===== src/sv/tcsb_pkg.sv =====
package tcsb_pkg;

    // store geometry
    localparam int COLUMNS  = 80;
    localparam int ROWS     = 25;
    localparam int CELLS    = ROWS * COLUMNS;
    localparam int ADDR_W   = $clog2(CELLS);
    localparam int ROW_W    = $clog2(ROWS);
    localparam int COL_W    = $clog2(COLUMNS);
    localparam int CURSOR_W = $clog2(COLUMNS + 1);
    localparam int CELL_W   = 8;

    // item kinds
    localparam logic [1:0] KIND_PRINT = 2'd0;
    localparam logic [1:0] KIND_READ  = 2'd1;
    localparam logic [1:0] KIND_CLEAR = 2'd2;

    // byte codes
    localparam logic [7:0] CHAR_TAB     = 8'd9;
    localparam logic [7:0] CHAR_NEWLINE = 8'd10;
    localparam logic [7:0] CHAR_FIRST   = 8'd32;
    localparam logic [7:0] CHAR_LAST    = 8'd126;

    typedef logic [ADDR_W-1:0]   addr_t;
    typedef logic [ROW_W-1:0]    prow_t;
    typedef logic [COL_W-1:0]    col_t;
    typedef logic [CURSOR_W-1:0] cursor_t;
    typedef logic [CELL_W-1:0]   cell_t;

    // controller to datapath
    typedef struct packed {
        logic load_item;
        logic print_write;
        logic scroll;
        logic tab;
        logic clear;
        logic sweep_step;
        logic read_issue;
        logic read_capture;
        logic out_load;
    } tcsb_cmd_t;

    // datapath to controller
    typedef struct packed {
        logic is_print;
        logic is_read;
        logic is_clear;
        logic is_newline;
        logic is_tab;
        logic is_printable;
        logic at_edge;
        logic sweep_last;
        logic out_free;
    } tcsb_status_t;

endpackage


===== src/sv/tcsb_ctrl.sv =====
module tcsb_ctrl (
    input  logic                  clk,
    input  logic                  rst_n,
    input  logic                  item_valid,
    output logic                  item_stall,
    input  tcsb_pkg::tcsb_status_t status,
    output tcsb_pkg::tcsb_cmd_t    cmd
);

    localparam logic [2:0] ST_INIT   = 3'd0;
    localparam logic [2:0] ST_IDLE   = 3'd1;
    localparam logic [2:0] ST_EXEC   = 3'd2;
    localparam logic [2:0] ST_SWEEP  = 3'd3;
    localparam logic [2:0] ST_RDWAIT = 3'd4;
    localparam logic [2:0] ST_FINISH = 3'd5;

    logic [2:0] state_reg;
    logic [2:0] state_next;

    assign item_stall = (state_reg != ST_IDLE);

    // next state and commands
    always_comb
    begin
        state_next = state_reg;
        cmd        = '0;
        case (state_reg)
            ST_INIT:
            begin
                cmd.sweep_step = 1'b1;
                if (status.sweep_last)
                begin
                    state_next = ST_IDLE;
                end
            end
            ST_IDLE:
            begin
                if (item_valid)
                begin
                    cmd.load_item = 1'b1;
                    state_next    = ST_EXEC;
                end
            end
            ST_EXEC:
            begin
                state_next = ST_FINISH;
                if (status.is_print)
                begin
                    if (status.is_newline)
                    begin
                        cmd.scroll = 1'b1;
                        state_next = ST_SWEEP;
                    end
                    else if (status.is_tab)
                    begin
                        cmd.tab = 1'b1;
                    end
                    else if (status.is_printable)
                    begin
                        if (status.at_edge)
                        begin
                            cmd.scroll = 1'b1;
                            state_next = ST_SWEEP;
                        end
                        else
                        begin
                            cmd.print_write = 1'b1;
                        end
                    end
                end
                else if (status.is_read)
                begin
                    cmd.read_issue = 1'b1;
                    state_next     = ST_RDWAIT;
                end
                else if (status.is_clear)
                begin
                    cmd.clear  = 1'b1;
                    state_next = ST_SWEEP;
                end
            end
            ST_SWEEP:
            begin
                cmd.sweep_step = 1'b1;
                if (status.sweep_last)
                begin
                    state_next = ST_FINISH;
                end
            end
            ST_RDWAIT:
            begin
                cmd.read_capture = 1'b1;
                state_next       = ST_FINISH;
            end
            ST_FINISH:
            begin
                if (status.out_free)
                begin
                    cmd.out_load = 1'b1;
                    state_next   = ST_IDLE;
                end
            end
            default:
            begin
                state_next = ST_IDLE;
            end
        endcase
    end

    // state register, reset starts the bottom-row clearing pass
    always_ff @(posedge clk or negedge rst_n)
    begin
        if (!rst_n)
        begin
            state_reg <= ST_INIT;
        end
        else
        begin
            state_reg <= state_next;
        end
    end

endmodule


===== config.mk =====
export PLATFORM = sky130hd
export DESIGN_NAME = tcsb_ctrl
export DESIGN_NICKNAME = d
export VERILOG_FILES = /design/src/sv/tcsb_pkg.sv /design/src/sv/tcsb_ctrl.sv
export SDC_FILE = /design/constraint.sdc
export NUM_CORES = 1
export LEC_CHECK = 0
export ABC_AREA = 1
export BUFFER_PORTS_ARGS = -buffer_cell sky130_fd_sc_hd__buf_2
export CAP_MARGIN = 5
export CORE_AREA = 2 2 39 41
export DETAILED_ROUTE_END_ITERATION = 8
export DIE_AREA = 0 0 41 43
export GPL_ROUTABILITY_DRIVEN = 0
export GPL_TIMING_DRIVEN = 0
export PLACE_DENSITY = 0.62
export SLEW_MARGIN = 5
export SYNTH_ARGS = -nofsm -noshare
export SYNTH_HDL_FRONTEND = slang
export SYNTH_SLANG_ARGS = --single-unit

===== constraint.sdc =====
create_clock -name clk -period 1.15 [get_ports clk]
set_clock_uncertainty 0.2 [all_clocks]
set_input_delay 0 -clock clk [delete_from_list [all_inputs] [get_ports clk]]
set_output_delay 0 -clock clk [all_outputs]
set_load 0.005 [all_outputs]

Word level (Yosys, flattened, before mapping)
Cells that the tools add are included.
{"block": "word_totals", "in_bits": 12, "out_inout_bits": 10, "reg_bits": 3}
{"block": "classes", "reduce_logical": 3, "n_mux": 34, "eq_ne": 10}
{"operator": "2-to-1 mux 3 bit", "count": 12}
{"operator": "2-to-1 mux 1 bit", "count": 18}
{"operator": "one-hot mux 3 bit (6 select lines)", "count": 1}
{"operator": "inequality test 2 bit, second input constant", "count": 4}
{"operator": "== test 3 x 2 -> 1 bit, second input constant", "count": 2}
{"operator": "== test 3 bit, second input constant", "count": 2}
{"operator": "2-to-1 mux 2 bit", "count": 2}
{"operator": "2-to-1 mux 4 bit", "count": 1}
{"operator": "AND reduction 4 bit", "count": 1}
{"operator": "== test 3 x 1 -> 1 bit, second input constant", "count": 1}
{"operator": "zero test 3 bit", "count": 1}
{"operator": "inequality test 3 x 1 -> 1 bit, second input constant", "count": 1}
{"operator": "OR reduction 2 bit", "count": 1}

Depth between registers and ports, before layout
Gate-level depths: netlist of the first run.
{"block": "depth", "depth_word": 6, "mapped_depth": 8, "depth_no_buf": 8}

Worst setup path after synthesis of the first run
Ideal clock, no wire load.
{"block": "synth_path", "kind": "reg-to-reg", "startpoint": "register state_reg[0]", "endpoint": "register state_reg[0]", "period_less_slack_ns": 1.259, "arrival_ns": 0.942, "required_time_ns": 0.834, "path_slack_ns": -0.109, "path_stages_with_launch": 7, "cell_sequence": "dfrtp_1 -> inv_2 -> nand3_2 -> nor2_1 -> nor2_1 -> nand2_1 -> nand2_1"}
{"block": "synth_between", "elab_chain_cells": 3}
{"item": "start, declared", "line": "tcsb_ctrl.sv:17", "rtl": "logic [2:0] state_reg;"}
{"item": "start signal, assigned", "line": "tcsb_ctrl.sv:119", "rtl": "state_reg <= state_next;"}
{"item": "== test 3 x 2 -> 1 bit, or another cell as far along", "line": "tcsb_ctrl.sv:27", "rtl": "case (state_reg)"}
{"item": "inequality test 2 bit (no source line)"}
{"item": "AND reduction 4 bit (no source line)"}
Parallel ways exist; a longest one is shown, timed or not.
A chain may end at the register's enable or synchronous reset.

==> results of run 1 <==
## worst max-delay path, cell delays in order (launching register included)
cell,delay [ns]
dfrtp_1,0.39
inv_2,0.12
nand3_4,0.13
inv_2,0.08
nand3_2,0.07
inv_1,0.05
buf_2,0.10
## stage by stage
step	hold slack (ns)	std cells	utilization (%)	TNS, ns
2_1_floorplan	-0.496	67	-	-0.214
3_3_place_gp	-0.406	104	35.2	-0.599
3_5_place_dp	-0.402	104	35.2	-0.684
4_1_cts	0.0359	119	45.8	-2.32
5_1_grt	0.0603	120	47.6	-3.10
6_report	0.0476	120	47.6	-2.24
## logic make-up after synthesis
logic type	synth area share (%)
buffers and inverters	15.0
DFF	21.4
and+or+nand+nor	63.6
## what timing repair did
action,CTS,global route
resized for setup,5,6
endpoints found under the hold margin,6,0
hold buffers,8,0
setup buffers,3,1
pin swaps,2,0
setup endpoints to repair,13,13
## layout make-up
cell class              count  area [µm²]
fillers                   156         724
repair buffers             33         219
clock buffers               4        26.3
inverters                  14        57.6
well taps                  16        20.0
multi-input cells          50         259
flip-flops and latches      3        77.6
## power by group through the flow
stage | logic, µW | clock network, µW | registers [µW]
after global placement | 597 | 0 | 232
after detailed placement | 611 | 0 | 232
after floorplan | 435 | 0 | 220
after global routing | 880 | 205 | 236
after CTS | 738 | 190 | 226
final | 776 | 184 | 233
## worst max-delay path by stage
stage | to | from | slack (ns) | depth (start not counted)
final | cmd[6] | state_reg[2] | -0.23 | 6
after global routing | state_reg[2] | state_reg[2] | -0.28 | 6
after CTS | cmd[6] | state_reg[0] | -0.23 | 6
after detailed placement | state_reg[2] | state_reg[0] | -0.20 | 7
after global placement | state_reg[1] | state_reg[0] | -0.18 | 7
after floorplan | state_reg[1] | state_reg[0] | -0.07 | 7
## cells in the final DEF (no fill, tap or decap)
cell type	count
nor2_2	5
clkbuf_4	3
nor2_1	10
inv_4	2
buf_4	3
dfrtp_1	1
dfrtp_2	2
buf_2	21
dlygate4sd3_1	8
nand2_1	21
nor4_2	1
inv_2	2
nand3_1	4
nand3_4	1
nor3_1	3
buf_6	1
inv_1	10
nand4_1	1
clkbuf_1	1
nand3_2	4
## metal layers
layer	track usage (%)	vias to the layer above
met4	8.00	0
met2	25.9	13
met5	0	-
li1	-	281
met1	14.2	240
met3	1.57	0
==> reports/metrics.csv, run 1 <==
metric;value;unit
Peak Freq;0.726;GHz
Hold EP;cmd[7];
Met3 Routed Length;31;µm
PwrDens;1810;nW/µm²
Port Buf Inserts;21;
# DRC;0;
Async SR Flop Fraction;100;%
H-Tree Depth;1;
Synth warnings;0;
Die Ht;43;µm
RSZ-0062 raised after global routing;true;
vias in the first global route;479;
Max Root-Sink Buffers;2;
Worst Tran Pin Value;0.240;ns
worst slack at placement;-0.201;ns
fraction of layout cells with a size suffix above 1;43.3;%
Internal Pwr Total;622;µW
Initial Utilization;25.3;%
TritonCTS Sinks;3;
violated checks;setup timing;
crit start category;flip-flop;
Worst Hold Class;in -> out;
Layout Area Growth over Synthesis;88.2;%
LEAKAGE;0.000393;µW
mapped cell area;350;µm²
Max-Cap Viols;0;
normalized max-slew margin;83.9;%
CP Data Required Time;0.95;ns
Overflow after GRT;0;
Setup crit end kind;output pin;
first-pass GRT wire length;1730;µm
sequential fraction of the synthesis area;21.4;%
CTS tree;built;
top cell type's share of synthesized area;22.5;%
Pwr Total;1190;µW
ant diodes;0;
Yosys cell types;11;
Sw Share;47.9;%
Comb power frac;65.0;%
Highest Signal Layer;met3;
Critical R2R Launch;state_reg[2];
end of the worst register-to-register path;state_reg[1];
biggest area consumer among synthesized cells;nand2_1;
initial antenna violation count;0;
CTS root buf;clkbuf_4;
Post-synth EDFFs;0;
commonest cells in the synthesized netlist;nand2_1 (21), nor2_1 (13), inv_1 (11), nand3_1 (7);
pin count of the biggest net entering global routing;7;
final setup margin;-0.227;ns
Synth area leaders;nand2_1 (22%), dfrtp_1 (21%), nor2_1 (14%), inv_1 (12%), nand3_1 (10%);
Met2 Wirelength;636;µm
reg2reg path depth;8;
hold_sp;status[2];
Critical Path Fanout Max;6;
fin crit share;120;%
io pins;22;
vias;534;
Clock Power Share;15.5;%
Psw;572;µW
ys flop type;dfrtp_1;
post-synth net total;79;
CTS clk-pin slew, worst paths;0.04;ns
post-DP HPWL;796;µm
TritonRoute pass-1 iters;4;
top-count cell post-synth;nand2_1;
Reg2Reg Setup Slack;-0.19;ns
# setup viols final;13;
met1 wire length;412;µm
Num CTS Buffers;3;
worst hold path depth;3;
final hold violation count;0;
placed cell areas;487;µm²
DR iter-0 viols;6;
clk_lat worst skew;0.23;ns
Largest register FFs;3;
final wirelength;1080;µm
Tmin final;1.38;ns
die width;41;µm
Core ar.;1380;µm²
final net count;117;
WL/cell;9.00;µm
global-route usage over all layers;14.3;%
Yosys reg bits;3;
Site Rows;14;
syn_area_per_cell;5.23;µm²
status;finished, violations left;
Arr. time, crit path;1.18;ns
Reg power frac;19.5;%
Detail Route Antenna Nets;0;
Mapped Cells;67;
die area;1760;µm²
Pins Over Slew Limit;0;
Max VDD drop;759;µV
critical path class;reg -> out;
fin area;659;µm²
via/cell ratio;4.45;
Note: power is estimated with default switching activity, not from simulation.
==> inputs of run 2 (changes only) <==
--- a/config.mk
+++ b/config.mk
@@ -18,3 +18,4 @@
 export SYNTH_ARGS = -nofsm -noshare
 export SYNTH_HDL_FRONTEND = slang
 export SYNTH_SLANG_ARGS = --single-unit
+export TNS_END_PERCENT = 5
==> reports/metrics.csv, run 2 (synthesized netlist as in run 1, its figures left out) <==
metric;value;unit;change
Max Root-Sink Buffers;2;;unchanged
Peak Freq;0.723;GHz;-0.44%
RSZ-0062 raised after global routing;true;;
crit start category;flip-flop;;
H-Tree Depth;1;;unchanged
post-layout util;45.7;%;-2.0 points
critical-path cell list;inv_4 > nand3_4 > inv_2 > nand3_2 > inv_1 > buf_2;;
# DRC;0;;unchanged
ant diodes;0;;unchanged
critical path class;reg -> out;;
WL/cell;8.29;µm;-7.9%
Die Ht;43;µm;unchanged
most frequent cells in the layout;nand2_1 (21), buf_2 (21), inv_1 (10), nor2_1 (10);;
violated checks;setup timing;;
Arr. time, crit path;1.18;ns;about the same
Port Buf Inserts;21;;unchanged
Placed Cells;104;;unchanged
Overflow after GRT;0;;unchanged
final hold violation count;0;;unchanged
Worst Tran Pin Value;0.220;ns;-0.0197 ns
CTS root buf;clkbuf_4;;
Critical Path Max Stage Delay;0.44;ns;+0.05 ns
CP Data Required Time;0.95;ns;about the same
fin crit share;120;%;+0.52 points
CTS tree;built;;
fraction of layout cells with a size suffix above 1;42.2;%;-1.1 points
vias in the first global route;469;;-2.1%
normalized max-slew margin;85.2;%;+1.3 points
status;finished, violations left;;
Critical Path Fanout Max;6;;unchanged
die width;41;µm;unchanged
Site Rows;14;;unchanged
clk_lat worst skew;0.23;ns;about the same
Num CTS Buffers;3;;unchanged
TritonRoute pass-1 iters;4;;unchanged
via/cell ratio;4.38;;-1.5%
final wirelength;978;µm;-9.4%
Layout Area Growth over Synthesis;80.4;%;
TritonCTS Sinks;3;;unchanged
post-DP HPWL;772;µm;-3.1%
Worst Hold Class;in -> reg;;
LEAKAGE;0.000384;µW;-2.4%
Pins Over Slew Limit;0;;unchanged
final setup margin;-0.233;ns;-0.00602 ns
Tmin final;1.38;ns;+0.00602 ns
DR iter-0 viols;9;;+3
io pins;22;;unchanged
Max VDD drop;809;µV;+6.7%
Max-Cap Viols;0;;unchanged
Largest register FFs;3;;unchanged
initial antenna violation count;0;;unchanged
Setup crit end kind;output pin;;
global-route usage over all layers;13.6;%;-0.70 points
first-pass GRT wire length;1680;µm;-2.8%
pin count of the biggest net entering global routing;7;;unchanged
Pwr Total;1140;µW;-4.1%
PwrDens;1810;nW/µm²;+0.12%
fill cell total of the finished layout;150;;-3.8%
setup tns final;-2.24;ns;-0.00522 ns
worst slack at placement;-0.217;ns;-0.0154 ns
die area;1760;µm²;unchanged
CTS clk-pin slew, worst paths;0.03;ns;about the same
non-filler cells, final;118;;-1.7%
vias;517;;-3.2%
Core ar.;1380;µm²;unchanged
final net count;115;;-1.7%
Detail Route Antenna Nets;0;;unchanged
Initial Utilization;25.3;%;unchanged
# setup viols final;13;;unchanged
Slowest-stage cell, CP;dfrtp_2;;
[run 2: changes by cell type in the layout (fill, tap and decap cells not counted), sizes merged]
cell	previous run	this run
dlygate4sd3	8	6
[run 2: final timing paths]
path                       slack [ns]          from      endpoint  depth (start not counted)
min in group asynchronous        0.45         rst_n  state_reg[2]                          3
min                             0.008     status[7]  state_reg[0]                          6
min reg2reg                      0.46  state_reg[1]  state_reg[2]                          3
max in group asynchronous        0.14         rst_n  state_reg[0]                          3
max                             -0.23  state_reg[0]        cmd[6]                          6
max reg2reg                     -0.19  state_reg[0]  state_reg[1]                          8
[run 2: area by class of cell]
cell class                      instances  area, µm²  share of cell area [%]
Multi-Input combinational cell         50        258                    40.8
Timing Repair Buffer                   31        195                    30.9
Sequential cell                         3       77.6                    12.3
Inverter                               14       55.1                    8.71
Clock buffer                            4       26.3                    4.16
Tap cell                               16       20.0                    3.17
[run 2: critical path: cells and delay by family (launching register included)]
family / cells / cell delay (ns)
buf+inv: 4 / 0.32
flops: 1 / 0.44
simple gates: 2 / 0.19
[run 2: repair_timing]
action                                  CTS  global route
buffers inserted                          4             0
gates resized for setup                   5             3
hold buffers                              6             0
endpoints found under the setup margin   13            13
hold endpoints to repair                  6             0
pin swaps                                 1             0
[run 2: power breakdown]
| group | internal [µW] | switching [µW] |
|---|---|---|
| Combinational | 316 | 413 |
| Sequential | 160 | 73.3 |
| Clock | 130 | 52.3 |
[run 2: layer usage]
metal	part of all wire, %	global-route usage (%)	up-vias
li1	-	-	278
met1	38	14.2	221
met2	55	24.4	15
met3	5.4	2.09	3
met4	1.4	6.00	0
met5	0	0	-
[run 2: stage by stage]
stage	hold slack, ns	instance area [µm²]
floorplan	-0.496	362
global placement	-0.405	487
detailed placement	-0.402	487
CTS	0.00557	618
global route	0.0450	632
finish	0.00805	632
