$ cat src/sv/tcsb_pkg.sv
package tcsb_pkg;

    // store geometry
    localparam int COLUMNS  = 80;
    localparam int ROWS     = 25;
    localparam int CELLS    = ROWS * COLUMNS;
    localparam int ADDR_W   = $clog2(CELLS);
    localparam int ROW_W    = $clog2(ROWS);
    localparam int COL_W    = $clog2(COLUMNS);
    localparam int CURSOR_W = $clog2(COLUMNS + 1);
    localparam int CELL_W   = 8;

    // item kinds
    localparam logic [1:0] KIND_PRINT = 2'd0;
    localparam logic [1:0] KIND_READ  = 2'd1;
    localparam logic [1:0] KIND_CLEAR = 2'd2;

    // byte codes
    localparam logic [7:0] CHAR_TAB     = 8'd9;
    localparam logic [7:0] CHAR_NEWLINE = 8'd10;
    localparam logic [7:0] CHAR_FIRST   = 8'd32;
    localparam logic [7:0] CHAR_LAST    = 8'd126;

    typedef logic [ADDR_W-1:0]   addr_t;
    typedef logic [ROW_W-1:0]    prow_t;
    typedef logic [COL_W-1:0]    col_t;
    typedef logic [CURSOR_W-1:0] cursor_t;
    typedef logic [CELL_W-1:0]   cell_t;

    // controller to datapath
    typedef struct packed {
        logic load_item;
        logic print_write;
        logic scroll;
        logic tab;
        logic clear;
        logic sweep_step;
        logic read_issue;
        logic read_capture;
        logic out_load;
    } tcsb_cmd_t;

    // datapath to controller
    typedef struct packed {
        logic is_print;
        logic is_read;
        logic is_clear;
        logic is_newline;
        logic is_tab;
        logic is_printable;
        logic at_edge;
        logic sweep_last;
        logic out_free;
    } tcsb_status_t;

endpackage

$ cat src/sv/tcsb_dp.sv
module tcsb_dp (
    input  logic                   clk,
    input  logic                   rst_n,
    input  logic [1:0]             kind,
    input  logic [7:0]             char_code,
    input  logic [4:0]             row,
    input  logic [6:0]             column,
    input  tcsb_pkg::tcsb_cmd_t    cmd,
    output tcsb_pkg::tcsb_status_t status,
    output logic                   ram_we,
    output tcsb_pkg::addr_t        ram_waddr,
    output tcsb_pkg::cell_t        ram_wdata,
    output logic                   ram_re,
    output tcsb_pkg::addr_t        ram_raddr,
    input  tcsb_pkg::cell_t        ram_rdata,
    output logic                   result_valid,
    input  logic                   result_stall,
    output logic [7:0]             read_data,
    output logic [6:0]             cursor_column
);

    // item held for the duration of its work
    logic [1:0] kind_reg;
    logic [7:0] char_reg;
    logic [4:0] row_reg;
    logic [6:0] column_reg;

    // control state
    tcsb_pkg::cursor_t         cursor_reg, cursor_next;
    tcsb_pkg::prow_t           top_reg, top_next;
    tcsb_pkg::prow_t           bottom_reg, bottom_next;
    logic [tcsb_pkg::ROWS-1:0] row_valid_reg, row_valid_next;
    tcsb_pkg::col_t            sweep_reg, sweep_next;
    logic                      wrap_reg, wrap_next;
    logic                      out_valid_reg, out_valid_next;

    // payload
    logic            hit_reg;
    tcsb_pkg::cell_t data_reg;
    logic [7:0]      read_data_reg;
    logic [6:0]      cursor_column_reg;

    // derived values
    logic [tcsb_pkg::CURSOR_W:0] tab_sum;
    tcsb_pkg::cursor_t           tab_cursor;
    logic [7:0]                  row_sum;
    logic [7:0]                  phys_wide;
    tcsb_pkg::prow_t             phys_row;
    logic                        in_range;
    logic                        hit;
    tcsb_pkg::addr_t             bottom_base;
    logic [tcsb_pkg::CURSOR_W+7:0] cursor_ext;

    // decode of the held item
    assign status.is_print     = (kind_reg == tcsb_pkg::KIND_PRINT);
    assign status.is_read      = (kind_reg == tcsb_pkg::KIND_READ);
    assign status.is_clear     = (kind_reg == tcsb_pkg::KIND_CLEAR);
    assign status.is_newline   = (char_reg == tcsb_pkg::CHAR_NEWLINE);
    assign status.is_tab       = (char_reg == tcsb_pkg::CHAR_TAB);
    assign status.is_printable = (char_reg >= tcsb_pkg::CHAR_FIRST)
                               && (char_reg <= tcsb_pkg::CHAR_LAST);
    assign status.at_edge      = (cursor_reg >= tcsb_pkg::CURSOR_W'(tcsb_pkg::COLUMNS));
    assign status.sweep_last   = (sweep_reg == tcsb_pkg::COL_W'(tcsb_pkg::COLUMNS - 1));
    assign status.out_free     = !out_valid_reg || !result_stall;

    // tab rounds up to a multiple of four, saturating at the right edge
    assign tab_sum    = ({1'b0, cursor_reg} + (tcsb_pkg::CURSOR_W + 1)'(4))
                      & ~(tcsb_pkg::CURSOR_W + 1)'(3);
    assign tab_cursor = (tab_sum > (tcsb_pkg::CURSOR_W + 1)'(tcsb_pkg::COLUMNS))
                      ? tcsb_pkg::CURSOR_W'(tcsb_pkg::COLUMNS)
                      : tab_sum[tcsb_pkg::CURSOR_W-1:0];

    // logical row to physical row through the top pointer
    assign row_sum   = 8'(top_reg) + 8'(row_reg);
    assign phys_wide = (row_sum >= 8'(tcsb_pkg::ROWS)) ? row_sum - 8'(tcsb_pkg::ROWS) : row_sum;
    assign phys_row  = phys_wide[tcsb_pkg::ROW_W-1:0];
    assign in_range  = (7'(row_reg) < 7'(tcsb_pkg::ROWS))
                     && (8'(column_reg) < 8'(tcsb_pkg::COLUMNS));
    assign hit       = in_range && row_valid_reg[phys_row];

    assign bottom_base = tcsb_pkg::ADDR_W'(bottom_reg) * tcsb_pkg::ADDR_W'(tcsb_pkg::COLUMNS);

    // memory ports
    always_comb
    begin
        ram_we    = 1'b0;
        ram_waddr = bottom_base + tcsb_pkg::ADDR_W'(sweep_reg);
        ram_wdata = '0;
        if (cmd.print_write)
        begin
            ram_we    = 1'b1;
            ram_waddr = bottom_base + tcsb_pkg::ADDR_W'(cursor_reg);
            ram_wdata = char_reg;
        end
        else if (cmd.sweep_step)
        begin
            ram_we    = 1'b1;
            ram_wdata = (sweep_reg == '0 && wrap_reg) ? char_reg : '0;
        end
    end

    assign ram_re    = cmd.read_issue && hit;
    assign ram_raddr = tcsb_pkg::ADDR_W'(phys_row) * tcsb_pkg::ADDR_W'(tcsb_pkg::COLUMNS)
                     + tcsb_pkg::ADDR_W'(column_reg);

    // next values of the control state
    always_comb
    begin
        cursor_next    = cursor_reg;
        top_next       = top_reg;
        bottom_next    = bottom_reg;
        row_valid_next = row_valid_reg;
        sweep_next     = sweep_reg;
        wrap_next      = wrap_reg;
        out_valid_next = out_valid_reg;

        if (cmd.print_write)
        begin
            cursor_next = cursor_reg + tcsb_pkg::CURSOR_W'(1);
        end
        if (cmd.tab)
        begin
            cursor_next = tab_cursor;
        end
        // scroll rotates the top pointer; the old top row becomes the bottom
        if (cmd.scroll)
        begin
            top_next    = (top_reg == tcsb_pkg::ROW_W'(tcsb_pkg::ROWS - 1))
                        ? '0 : top_reg + tcsb_pkg::ROW_W'(1);
            bottom_next = top_reg;
            row_valid_next[top_reg] = 1'b1;
            sweep_next  = '0;
            wrap_next   = !status.is_newline;
            cursor_next = status.is_newline ? '0 : tcsb_pkg::CURSOR_W'(1);
        end
        // clear drops every row but the bottom one, which is swept
        if (cmd.clear)
        begin
            row_valid_next             = '0;
            row_valid_next[bottom_reg] = 1'b1;
            sweep_next                 = '0;
            wrap_next                  = 1'b0;
            cursor_next                = '0;
        end
        if (cmd.sweep_step)
        begin
            sweep_next = status.sweep_last ? '0 : sweep_reg + tcsb_pkg::COL_W'(1);
        end
        // result beat handshake
        if (cmd.out_load)
        begin
            out_valid_next = 1'b1;
        end
        else if (out_valid_reg && !result_stall)
        begin
            out_valid_next = 1'b0;
        end
    end

    always_ff @(posedge clk or negedge rst_n)
    begin
        if (!rst_n)
        begin
            cursor_reg    <= '0;
            top_reg       <= '0;
            bottom_reg    <= tcsb_pkg::ROW_W'(tcsb_pkg::ROWS - 1);
            row_valid_reg <= {1'b1, {(tcsb_pkg::ROWS - 1){1'b0}}};
            sweep_reg     <= '0;
            wrap_reg      <= 1'b0;
            out_valid_reg <= 1'b0;
        end
        else
        begin
            cursor_reg    <= cursor_next;
            top_reg       <= top_next;
            bottom_reg    <= bottom_next;
            row_valid_reg <= row_valid_next;
            sweep_reg     <= sweep_next;
            wrap_reg      <= wrap_next;
            out_valid_reg <= out_valid_next;
        end
    end

    assign cursor_ext = {8'd0, cursor_reg};

    // item capture and result payload
    always_ff @(posedge clk)
    begin
        if (cmd.load_item)
        begin
            kind_reg   <= kind;
            char_reg   <= char_code;
            row_reg    <= row;
            column_reg <= column;
            data_reg   <= '0;
        end
        if (cmd.read_issue)
        begin
            hit_reg <= hit;
        end
        if (cmd.read_capture)
        begin
            data_reg <= hit_reg ? ram_rdata : '0;
        end
        if (cmd.out_load)
        begin
            read_data_reg     <= data_reg;
            cursor_column_reg <= cursor_ext[6:0];
        end
    end

    assign result_valid  = out_valid_reg;
    assign read_data     = read_data_reg;
    assign cursor_column = cursor_column_reg;

endmodule

$ cat config.mk
export PLATFORM = sky130hd
export DESIGN_NAME = tcsb_dp
export DESIGN_NICKNAME = d
export VERILOG_FILES = /design/src/sv/tcsb_pkg.sv /design/src/sv/tcsb_dp.sv
export SDC_FILE = /design/constraint.sdc
export NUM_CORES = 1
export LEC_CHECK = 0
export ABC_AREA = 0
export BUFFER_PORTS_ARGS = -buffer_cell sky130_fd_sc_hd__buf_2
export CORE_MARGIN = 2
export CORE_UTILIZATION = 40
export DETAILED_ROUTE_END_ITERATION = 10
export PLACE_DENSITY = 0.61
export SYNTH_ARGS = -nofsm -noshare
export SYNTH_HDL_FRONTEND = slang
export SYNTH_SLANG_ARGS = --single-unit
$ cat constraint.sdc
create_clock -name clk -period 15.8 [get_ports clk]
set_clock_uncertainty 0.15 [all_clocks]
set_input_delay 1.58 -clock clk [delete_from_list [all_inputs] [get_ports clk]]
set_output_delay 1.58 -clock clk [all_outputs]
set_load 0.02 [all_outputs]
# Word-level counts from Yosys, hierarchy flattened
# Index checks and enable logic that the tools add are counted.
# word_totals
wordCells	97
regBits	97
output_inout_bits	57
# op_classes
reduce_logical	19
n_mul	2
addsub	9
mux	33
bitwise_logic	1
magnitude_cmp	12
n_eq_ne	6
# ops
cell	n
$mux 7	9
$mux 25	2
$mux 8	6
$add 11x7->11	3
$or 25x25->25	1
$lt 5x6->1 const B	3
$eq 8x4->1 const B	2
$add 7x1->7 const B	2
$mul 5x3->7 const B	2
$mux 11	1
$demux 1 s5	2
$ge 5x1->1 const B	2
$mux 1	10
$mux 5	2
$add 7x3->8 const B	1
$ge 8x6->1 const B	1
$gt 8x7->1 const B	1
$le 8x7->1 const B	1
$logic_and 1x1->1	8
$eq 7x7->1 const B	1
$ge 7x7->1 const B	1
$logic_not 7->1	1
$lt 7x7->1 const B	1
$add 5x5->6	1
other kinds (14)	18

# Logic depth before layout (Yosys ltp)
# logic_depth
ltp_word	7
ltp_mapped	19
ltp_nobuf	19

# Worst setup path before layout
# No wires, ideal clock.
# synth_path
kind	register to output
from	register top_reg[0]
to	output ram_raddr[10]
n_path_buf	1
setup_slack_ns	9.426
arrival_time_ns	4.644
required_ns	14.070
stages_incl_launch_ff	19
cell_sequence	dfrtp_1 -> ha_1 -> inv_1 -> fa_1 -> ha_1 -> nand2_2 -> or2_4 -> a31o_1 -> buf_2 -> o21ai_0 -> xnor2_1 -> ha_1 -> fa_1 -> nand2_1 -> or3_1 -> a22oi_1 -> a311oi_1 -> a211oi_2 -> xor2_1
# synth_between
elab_chain_cells	5
elab_cells_between_ends	6
cone_classes	add/sub (3); mul (1); order compare (1); mux (1)
# synth_rtl
element	line_no	rtl
from (decl)	tcsb_dp.sv:30	tcsb_pkg::prow_t top_reg, top_next;
from (signal assigned)	tcsb_dp.sv:175	top_reg <= top_next;
$add 5x5->6 (*)	tcsb_dp.sv:74	assign row_sum = 8'(top_reg) + 8'(row_reg);
$sub 5x5->5 or $ge 6x5->1 (tied branches)	tcsb_dp.sv:75	assign phys_wide = (row_sum >= 8'(tcsb_pkg::ROWS)) ? row_sum - 8'(tcsb_pkg::ROWS) : row_sum;
$mux 5 (*)	tcsb_dp.sv:75	
$mul 5x3->7 (*)	tcsb_dp.sv:103	assign ram_raddr = tcsb_pkg::ADDR_W'(phys_row) * tcsb_pkg::ADDR_W'(tcsb_pkg::COLUMNS)
$add 11x7->11 (*)	tcsb_dp.sv:104	+ tcsb_pkg::ADDR_W'(column_reg);
to (decl)	tcsb_dp.sv:14	output tcsb_pkg::addr_t ram_raddr,
# Every way passes the cells marked *; elsewhere a longest branch is shown, timed or not.

# Final worst setup path
# Same ends and word-level chain as after synthesis.

==> impl_metrics.yaml <==
outcome:
  status: "finished clean"
hold_path:
  min-delay-path-class: "flop to flop"
yosys:
  ys_seq_area_share_pct: 47.10
  synth_warnings: 0
  syn_area_per_cell_sq_um: 10.52
  yosysMostFrequentCell: "dfrtp_1"
  synth_common_cells: "dfrtp_1 (48), edfxtp_1 (46), nand2_1 (45), a21oi_1 (37)"
  synth.net_count: 618
  synth_cells: 537
  synth-edff-count: 46
  synth_ff_type: "dfrtp_1"
  synthesis.area_sq_um: 5650
  synth_top_cell_by_area: "edfxtp_1"
  yosysTopAreaCellShare_pct: 24.45
  synthDistinctLibCells: 66
  async_flop_share_pct: 52.58
  synth-seq-cells: 97
  yosys-top-cells-area: "edfxtp_1 (24%), dfrtp_1 (21%), ha_1 (7.5%)"
cells_and_area:
  largest_register_ff_count: 25
  area_delta_synth_final_pct: 16.25
  final_cells: 807
  nets: 703
  postLayoutCellArea_sq_um: 6569
  multi_input_area_sq_um: 2778
  utilization_pct: 47.51
  fill_cells: 1305
  drive_above_1_share_pct: 23.60
  register_area_sq_um: 2661
  n_antenna_cell: 0
timing:
  maxSlewHeadroom_pct: 53.18
  tns_ps: 0
  setup_viol: 0
  drv_slew: 0
  fin_crit_ps: 7213
  fmax_mhz: 138.6
  tightest_slew_ps: 702.4
  period_share_pct: 45.65
  hold_viol_final: 0
  rsz0062_at_grt: "false"
clock_tree:
  cts_tree: "yes"
  post-cts-setup-buffers: 0
  cts-resized-gates: 0
  root_buffer: "clkbuf_16"
  cts.htree.levels: 3
  cts_buffer_depth: 2
  cts_hold_buf: 0
  cts_made_buffers: 9
  cts_num_sinks: 97
  insertion_delay_ps: 360
  path_clk_slew_ps: 70
worst_setup_path:
  required_ps: 14070
  cp_max_fo: 9
  slowest_delay_ps: 730
  worstPathArrival_ps: 5480
  crit_family: "adder cells"
  crit_top_cell: "ha_1"
  cp-end-kind: "primary output"
  path_class: "flop to primary output"
  cp-start-kind: "flop"
  worstPathBufferInverterCount: 2
  crit_slowest_cell: "fa_1"
  path_cells: "ha_1 > inv_1 > fa_1 > ha_1 > nand2_2 > or2_4 > a31oi_4 > nor3_1 > nor2_2 > xnor2_1 > ha_1 > fa_1 > nand2_1 > or3_1 > a22oi_1 > a311oi_1 > a211oi_2 > xor2_1 > buf_2"
detailed_routing:
  wl_per_cell_um: 16.16
  avgViaCountPerCell: 5.419
  drt_iter0_drc: 431
  drc_errors: 0
  drtPass1Iterations: 4
  ant_nets: 0
  wl_mm: 13.04
  num_vias: 4373
placed_design:
  post_dp_cell_area_sq_um: 6264
  dp.cells: 791
  port-buffer-count: 98
  place_hpwl_mm: 9.670
  place.gp.congestion: 0.8398
global_routing:
  grt_max_degree: 52
  grt_use_total_pct: 17.95
  overflow: 0
  grt_pass1_vias: 4194
  grt_pass1_wl_mm: 20.91
  antenna_found_initial: 0
floorplan:
  die_area_sq_um: 15090
  pin_count: 99
  die_y_um: 122.9
  die_w_um: 122.9
  row_count: 43
  coreArea_sq_um: 13830
  initial_core_util_pct: 40.87
job:
  cap_viol_max_count: 0
worst register-to-register path: stages, from the launching register on:
cell and delay [ps]:
dfrtp_1 490, ha_1 230, inv_1 50, fa_1 730, ha_1 370, nand2_2 100, or2_4 260, a31oi_4 300
xnor2_2 280, inv_2 140, and2_1 190, a221o_1 280, a41oi_2 220, nor2_1 60
metal layers:
| metal | share of wire [%] | track usage, % | vias to the layer above |
|---|---|---|---|
| li1 | - | - | 2100 |
| met2 | 50 | 30.39 | 103 |
| met5 | 0 | 0 | - |
| met3 | 4.4 | 4.182 | 19 |
| met1 | 44 | 22.75 | 2151 |
| met4 | 1.6 | 5.532 | 0 |
cell families (layout without fill, tap and decap cells):
group	count (synthesis)	in the layout	share of synthesized area, %
AND/OR/NAND/NOR	174	174	15.86
AO/OA/AOI/OAI	124	124	14.02
multiplexers	22	22	4.960
adder cells (fa/ha/maj)	39	39	9.300
XOR/XNOR	29	29	5.027
buffers and inverters	52	142	3.742
flip-flops	97	97	47.10
final timing paths:
kind | start | cells after the start | slack [ps] | end
hold reg to reg | data_reg[4]$_SDFFCE_PN0P_ | 0 | 270 | read_data[4]$_DFFE_PP_
min in group asynchronous | rst_n | 2 | 1180 | row_valid_reg[19]$_DFFE_PN0P_
setup reg to reg | top_reg[0]$_DFFE_PN0P_ | 13 | 11710 | hit_reg$_DFFE_PP_
max in group asynchronous | rst_n | 2 | 13860 | sweep_reg[0]$_DFFE_PN0P_
hold / removal | data_reg[4]$_SDFFCE_PN0P_ | 0 | 270 | read_data[4]$_DFFE_PP_
setup / recovery | top_reg[0]$_DFFE_PN0P_ | 19 | 8590 | ram_raddr[10]
layout by cell type (no fill, tap or decap), types with 8 or more instances in the layout:
cell type and instances:
nand2_1 45, nor3_1 9, mux2_2 8, nand3_1 15, dfrtp_1 48, buf_2 98
and3_1 10, ha_1 34, mux2i_1 10, xnor2_1 18, a21oi_1 37, o22ai_1 26
clkbuf_16 9, nor2b_1 16, edfxtp_1 46, nor2_1 34, o21ai_0 23, inv_1 26
layout make-up:
cell class | instances | area share [%]
Clock buffer | 11 | 3.695
Clock inverter | 5 | 0.9524
Inverter | 27 | 1.543
Multi-Input combinational cell | 388 | 42.29
Sequential cell | 97 | 40.51
Tap cell | 180 | 3.429
Timing Repair Buffer | 99 | 7.581
per-stage QoR:
| step | hold WS, ps | setup slack, ps |
|---|---|---|
| floorplan | 250.3 | 9426 |
| global placement | 252.5 | 9165 |
| detailed placement | 256.1 | 8979 |
| CTS | 272.5 | 8576 |
| global route | 278.0 | 8177 |
| finish | 273.0 | 8587 |
Power is left out: the tool's default activity adds up to more than one toggle a clock period on the data nets, which glitch-free logic cannot reach.
